<file path="src/rtl/core/cksf_pkg.sv">
// ----------------------------------------------------------------------------
// cksf_pkg
// Shared types, byte codes and the checksum step for the stuffing framer.
// ----------------------------------------------------------------------------
package cksf_pkg;

   localparam logic [15:0] CK_INIT   = 16'h147A;
   localparam logic [15:0] CK_INVERT = 16'hFFFF;
   localparam logic [7:0]  SPECIAL   = 8'hFE;
   localparam logic [7:0]  STUFF     = 8'hF0;
   localparam logic [7:0]  FOOT_END  = 8'h0D;

   // one accepted request, with the checksum already folded in
   typedef struct packed {
      logic [7:0]  data;
      logic        last;
      logic        hdr;    // request opens a frame
      logic [15:0] ck;     // checksum after this byte
   } job_type;

   // rotate left by one, invert, add high byte and data byte
   function automatic logic [15:0] ck_update(input logic [15:0] c, input logic [7:0] b);
      logic [15:0] r;
      r = {c[14:0], c[15]} ^ CK_INVERT;
      ck_update = r + {8'h00, r[15:8]} + {8'h00, b};
   endfunction

endpackage

</file>
<file path="src/rtl/core/cksf_front.sv">
// ----------------------------------------------------------------------------
// cksf_front
// Frame state and running checksum; builds the job for an accepted request.
// ----------------------------------------------------------------------------
module cksf_front
   import cksf_pkg::*;
(
   input  logic       clock,
   input  logic       reset,
   input  logic       take,
   input  logic [7:0] data_byte,
   input  logic       frame_last,
   output job_type    job
);

   logic        in_frame_ff, in_frame_in;
   logic [15:0] check_sum_ff, check_sum_in;
   logic [15:0] ck_new;

   always_comb begin
      ck_new       = ck_update(check_sum_ff, data_byte);
      job.data     = data_byte;
      job.last     = frame_last;
      job.hdr      = ~in_frame_ff;
      job.ck       = ck_new;
      in_frame_in  = in_frame_ff;
      check_sum_in = check_sum_ff;
      if (take) begin
         in_frame_in  = ~frame_last;
         check_sum_in = frame_last ? CK_INIT : ck_new;
      end
   end

   always_ff @(posedge clock) begin
      if (reset) begin
         in_frame_ff  <= 1'b0;
         check_sum_ff <= CK_INIT;
      end else begin
         in_frame_ff  <= in_frame_in;
         check_sum_ff <= check_sum_in;
      end
   end

endmodule

</file>
<file path="src/rtl/core/cksf_emit.sv">
// ----------------------------------------------------------------------------
// cksf_emit
// Holds one job and walks its output slots, one byte per cycle unless the
// response register is stalled, into the response register.
// ----------------------------------------------------------------------------
module cksf_emit
   import cksf_pkg::*;
(
   input  logic       clock,
   input  logic       reset,
   input  logic       load,
   input  job_type    job_in,
   output logic       job_ready,
   output logic       rsp_valid,
   input  logic       rsp_ready,
   output logic [7:0] rsp_out_byte,
   output logic       rsp_run_last,
   output logic       rsp_frame_end
);

   typedef enum logic [3:0] {
      S_HDR0, S_HDR1, S_DATA, S_DSTF, S_CKH, S_CKHS, S_CKL, S_CKLS, S_FT0, S_FT1
   } slot_type;

   slot_type    slot_ff, slot_in, slot_start;
   job_type     job_ff;
   logic        job_valid_ff;
   logic        rsp_valid_ff, rsp_run_last_ff, rsp_frame_end_ff;
   logic [7:0]  rsp_byte_ff;
   logic        advance, fin;
   logic [7:0]  byte_cur;

   assign advance    = ~rsp_valid_ff | rsp_ready;
   assign job_ready  = ~job_valid_ff | (advance & fin);
   assign slot_start = job_in.hdr ? S_HDR0 : S_DATA;

   always_comb begin
      slot_in  = slot_ff;
      fin      = 1'b0;
      byte_cur = SPECIAL;
      unique case (slot_ff)
         S_HDR0: begin
            slot_in = S_HDR1;
         end
         S_HDR1: begin
            slot_in = S_DATA;
         end
         S_DATA: begin
            byte_cur = job_ff.data;
            if (job_ff.data == SPECIAL) slot_in = S_DSTF;
            else if (job_ff.last)      slot_in = S_CKH;
            else                       fin = 1'b1;
         end
         S_DSTF: begin
            byte_cur = STUFF;
            if (job_ff.last) slot_in = S_CKH;
            else             fin = 1'b1;
         end
         S_CKH: begin
            byte_cur = job_ff.ck[15:8];
            slot_in  = (job_ff.ck[15:8] == SPECIAL) ? S_CKHS : S_CKL;
         end
         S_CKHS: begin
            byte_cur = STUFF;
            slot_in  = S_CKL;
         end
         S_CKL: begin
            byte_cur = job_ff.ck[7:0];
            slot_in  = (job_ff.ck[7:0] == SPECIAL) ? S_CKLS : S_FT0;
         end
         S_CKLS: begin
            byte_cur = STUFF;
            slot_in  = S_FT0;
         end
         S_FT0: begin
            slot_in = S_FT1;
         end
         S_FT1: begin
            byte_cur = FOOT_END;
            fin      = 1'b1;
         end
         default: begin
            fin = 1'b1;
         end
      endcase
   end

   always_ff @(posedge clock) begin
      if (reset) begin
         slot_ff      <= S_HDR0;
         job_valid_ff <= 1'b0;
         rsp_valid_ff <= 1'b0;
      end else begin
         if (advance) begin
            rsp_valid_ff     <= job_valid_ff;
            rsp_byte_ff      <= byte_cur;
            rsp_run_last_ff  <= fin;
            rsp_frame_end_ff <= (slot_ff == S_FT1);
         end
         if (load) begin
            job_ff       <= job_in;
            job_valid_ff <= 1'b1;
            slot_ff      <= slot_start;
         end else if (advance && job_valid_ff) begin
            if (fin) job_valid_ff <= 1'b0;
            else     slot_ff <= slot_in;
         end
      end
   end

   assign rsp_valid     = rsp_valid_ff;
   assign rsp_out_byte  = rsp_byte_ff;
   assign rsp_run_last  = rsp_run_last_ff;
   assign rsp_frame_end = rsp_frame_end_ff;

endmodule

</file>
<file path="src/rtl/core/checksum_stuffing_framer.sv">
// ----------------------------------------------------------------------------
// checksum_stuffing_framer
// Byte-stuffed framer with a 16-bit checksum, header FE FE and footer FE 0D.
// ----------------------------------------------------------------------------
// The framer sends one output byte per cycle while rsp_ready is high. Each
// request causes one output byte for a plain middle byte and up to 10 for a
// one-byte frame with stuffing on the data and both checksum bytes. The output
// slot sequencer is the limit: it holds one request and accepts the next one
// in the cycle its final byte enters the response register, so a stream of
// plain middle bytes flows at one request per cycle while rsp_ready is high.
// A request's first byte passes the job register, then the response register.
module checksum_stuffing_framer
   import cksf_pkg::*;
(
   input  logic       clock,
   input  logic       reset,
   input  logic       req_valid,
   output logic       req_ready,
   input  logic [7:0] req_data_byte,
   input  logic       req_frame_last,
   output logic       rsp_valid,
   input  logic       rsp_ready,
   output logic [7:0] rsp_out_byte,
   output logic       rsp_run_last,
   output logic       rsp_frame_end
);

   job_type job;
   logic    take;
   logic    job_ready;

   assign req_ready = job_ready;
   assign take      = req_valid & job_ready;

   cksf_front u_front (
      .clock      (clock),
      .reset      (reset),
      .take       (take),
      .data_byte  (req_data_byte),
      .frame_last (req_frame_last),
      .job        (job)
   );

   cksf_emit u_emit (
      .clock         (clock),
      .reset         (reset),
      .load          (take),
      .job_in        (job),
      .job_ready     (job_ready),
      .rsp_valid     (rsp_valid),
      .rsp_ready     (rsp_ready),
      .rsp_out_byte  (rsp_out_byte),
      .rsp_run_last  (rsp_run_last),
      .rsp_frame_end (rsp_frame_end)
   );

endmodule

</file>
<file path="config.mk">
export PLATFORM = sky130hd
export DESIGN_NAME = checksum_stuffing_framer
export DESIGN_NICKNAME = d
export VERILOG_FILES = /design/src/rtl/core/cksf_pkg.sv /design/src/rtl/core/cksf_front.sv /design/src/rtl/core/cksf_emit.sv /design/src/rtl/core/checksum_stuffing_framer.sv
export SDC_FILE = /design/constraint.sdc
export NUM_CORES = 1
export LEC_CHECK = 0
export BUFFER_PORTS_ARGS = -buffer_cell sky130_fd_sc_hd__buf_2
export CAP_MARGIN = 20
export CORE_UTILIZATION = 54
export DETAILED_ROUTE_END_ITERATION = 16
export HOLD_SLACK_MARGIN = 0.15
export PLACE_DENSITY = 0.76
export SKIP_LAST_GASP = 1
export SYNTH_ARGS = -nofsm -noshare
export SYNTH_HDL_FRONTEND = slang
export SYNTH_SLANG_ARGS = --single-unit
</file>
<file path="constraint.sdc">
create_clock -name clock -period 3.1 [get_ports clock]
set_clock_uncertainty 0.1 [all_clocks]
set_input_delay 0.62 -clock clock [delete_from_list [all_inputs] [get_ports clock]]
set_output_delay 0.62 -clock clock [all_outputs]
set_load 0.02 [all_outputs]
</file>
==> metrics.txt <==
critical path arrival 3.06 ns; clock transition at the registers of the reported paths 0.07 ns; post-DP HPWL 5230 µm; max cap viols 0; ys flop type edfxtp_1; global route overflow 0; proportion of synthesized chip area in sequential cells 47.1%; asr flop ratio synth 0%; Cells after Synth 308; Yosys warnings 0; Critical Path End Type flop; Pre-Repair DR Iteration Count 9; number of synthesized flops with an enable pin 35; clock latency on the worst-skew pair 0.33 ns; CP peak stage delay 0.53 ns; Syn Std Cell Area 3210 µm²; top-area cell type share of the netlist area 32.7%; first-pass GRT wire length 11500 µm; Slew @ Worst Pin 0.805 ns; synth-to-layout area growth 14.2%; post-synth cell types 59; Die H 79.1 µm; Final Max Tran Viols 0; vias in the first global route 2349; Avg WL per Cell 16.8 µm; H-tree depth 3; antenna cell count 0; Startpoint Class input port; Mapped Nets 338; met1 GRT Util 29.8%; Area contributors post-synth edfxtp_1 33%, dfxtp_1 14%, fa_1 5.6%; clock net sink count 58; critical setup path kind input port to flop; FILL cells 457; Setup Viol. Count Final 0; period utilisation layout 94.5%; overall global routing resource usage 24.6%; CP cell instances buf_2 -> inv_1 -> fa_1 -> inv_1 -> ha_1 -> fa_1 -> a211oi_1 -> o21ai_1 -> a31oi_2 -> nor3_1 -> xnor2_1 -> a31o_2; port bufs 24; die width 79.1 µm; Max Root-Sink Buffers 2; Hold Path Stages 1; Clock Tree Root clkbuf_8; GR peak layer met2; Fin. Hold Viols 0; initial DRC count 146; most common cell after layout, fill and taps aside edfxtp_1; Post-DP Area 3450 µm²; post-synth top area cell edfxtp_1; GRT met3 Usage 6.32%; Die Footprint 6260 µm²; Max FO, Critical Path 4; Routed Wire Length 7020 µm; post-cts resize count 0; slowest CP cell fa_1; Initial Utilization 57.2%; routed vias 2461; status finished clean; Inserted Clock Buffers 9; CTS hold repair buffers 0; initial antenna violation count 0; VDD IR max 0.341 mV; core box area 5610 µm²; nets 371; final worst slack 0.169 ns; Register Area 1510 µm²; # rows 27; Leakage 1.42 nW; setup TNS 0 ns; crit path time final 2.93 ns; Hold Crit Class input port to flop; Max-slew headroom 46.1%; WP buf/inv 3; Pwr Density 621 nW/µm²; GPL Wtd Cong 0.939; multi-input logic area 1500 µm²; DRC viols 0; RSZ-0062 raised after global routing false; commonest cells after routing, fill and taps aside 35 x edfxtp_1, 34 x inv_1, 32 x nor2_1; post-DR vias/cell 5.89; CP top delay family adder cells; Avg Inst Size Synth 10.4 µm²; Synth Register Bits 58; CTS tree built; post-CTS setup buffer count 0; largest net degree at the start of global routing 28; antenna viol nets, final 0; ratio of cells with drive above 1 in the final layout 19.7%; DP Worst Slack -0.159 ns; met2 Use GR 40.9%; Fmax 341 MHz; cell area after layout 3660 µm²; worst path required time 3.23 ns; R2R cell count 10; Crit. path cell count 12; I/O pins 25
[kinds of logic (layout without fill, tap and decap cells)]
kind of cell	after synthesis	after routing	share of synthesized area, %
flip-flops	58	58	47.1
AO/OA/AOI/OAI	75	75	17.4
XOR/XNOR	13	13	3.55
AND/OR/NAND/NOR	93	93	16.0
buffers and inverters	49	87	6.28
multiplexers	3	3	0.975
adder cells (fa/ha/maj)	17	17	8.73
[final cells by class]
type                       instances  area share, %
clock buffer                      10           3.48
clock inverter                     6           2.22
inverter                          35           3.59
multi-input combinational        201           40.9
sequential                        58           41.3
tap                               72           2.46
timing repair buffer              36           6.08
[stage by stage]
| step | cells | total power (W) | hold WS [ns] | utilization (%) |
|---|---|---|---|---|
| 2_1_floorplan | 308 | 0.00135 | 0.357 | - |
| 3_3_place_gp | 402 | 0.00152 | 0.378 | 61.6 |
| 3_5_place_dp | 402 | 0.00154 | 0.384 | 61.6 |
| 4_1_cts | 418 | 0.00228 | 0.365 | 65.3 |
| 5_1_grt | 418 | 0.00238 | 0.366 | 65.3 |
| 6_report | 418 | 0.00228 | 0.375 | 65.3 |
[worst register-to-register path, delay by kind of cell (launching register included)]
| kind | cells | cell delay, ns |
|---|---|---|
| XOR/XNOR | 1 | 0.15 |
| buffers and inverters | 1 | 0.04 |
| adder cells (fa/ha/maj) | 3 | 1.13 |
| AO/OA/AOI/OAI | 4 | 0.85 |
| AND/OR/NAND/NOR | 1 | 0.10 |
| flip-flops | 1 | 0.36 |
[power breakdown]
part,total [W],internal [W],switching (W),leakage [nW]
Combinational,0.000568,0.000245,0.000323,0.818
Clock,0.000744,0.000447,0.000297,0.104
Sequential,0.000964,0.000910,0.0000544,0.499
Total,0.00228,0.00160,0.000674,1.42
[sequential cells by signal, summed over array words and instances (netlist names)]
signal,count
u_emit.job_ff,25
u_emit.job_valid_ff,1
u_emit.rsp_valid,1
u_emit.rsp_out_byte,8
u_front.in_frame_ff,1
u_front.check_sum_ff,16
u_emit.rsp_frame_end,1
u_emit.rsp_run_last,1
u_emit.slot_ff,4
[synth_stat cells (4+ instances only)]
cell type and instances:
clkbuf_1 10, nor3_1 12, inv_1 34, ha_1 8
a21oi_1 14, fa_1 9, o21bai_1 5, nor2_1 33
xor2_1 7, nand2_1 13, dfxtp_1 23, xnor2_1 6
edfxtp_1 35, nand2b_1 6, a31o_2 4, a222oi_1 4
o21ai_0 13, nor3b_1 7, nand4_1 4
[worst paths after layout]
| kind | from | to | slack, ns |
|---|---|---|---|
| max | req_data_byte[1] | u_front.check_sum_ff[11] | 0.17 |
| max reg2reg | u_front.check_sum_ff[8] | u_front.check_sum_ff[11] | 0.28 |
| min reg2reg | u_front.in_frame_ff | u_front.in_frame_ff | 0.39 |
| min | req_data_byte[1] | u_emit.job_ff[19] | 0.38 |
[layer usage]
metal	up-vias	wire length, µm	share of wire (%)
li1	1181	-	-
met1	1173	2960	42
met2	91	3510	50
met3	16	400	5.7
met4	0	156	2.2
met5	-	0	0
Power figures use the tool's default switching activity.
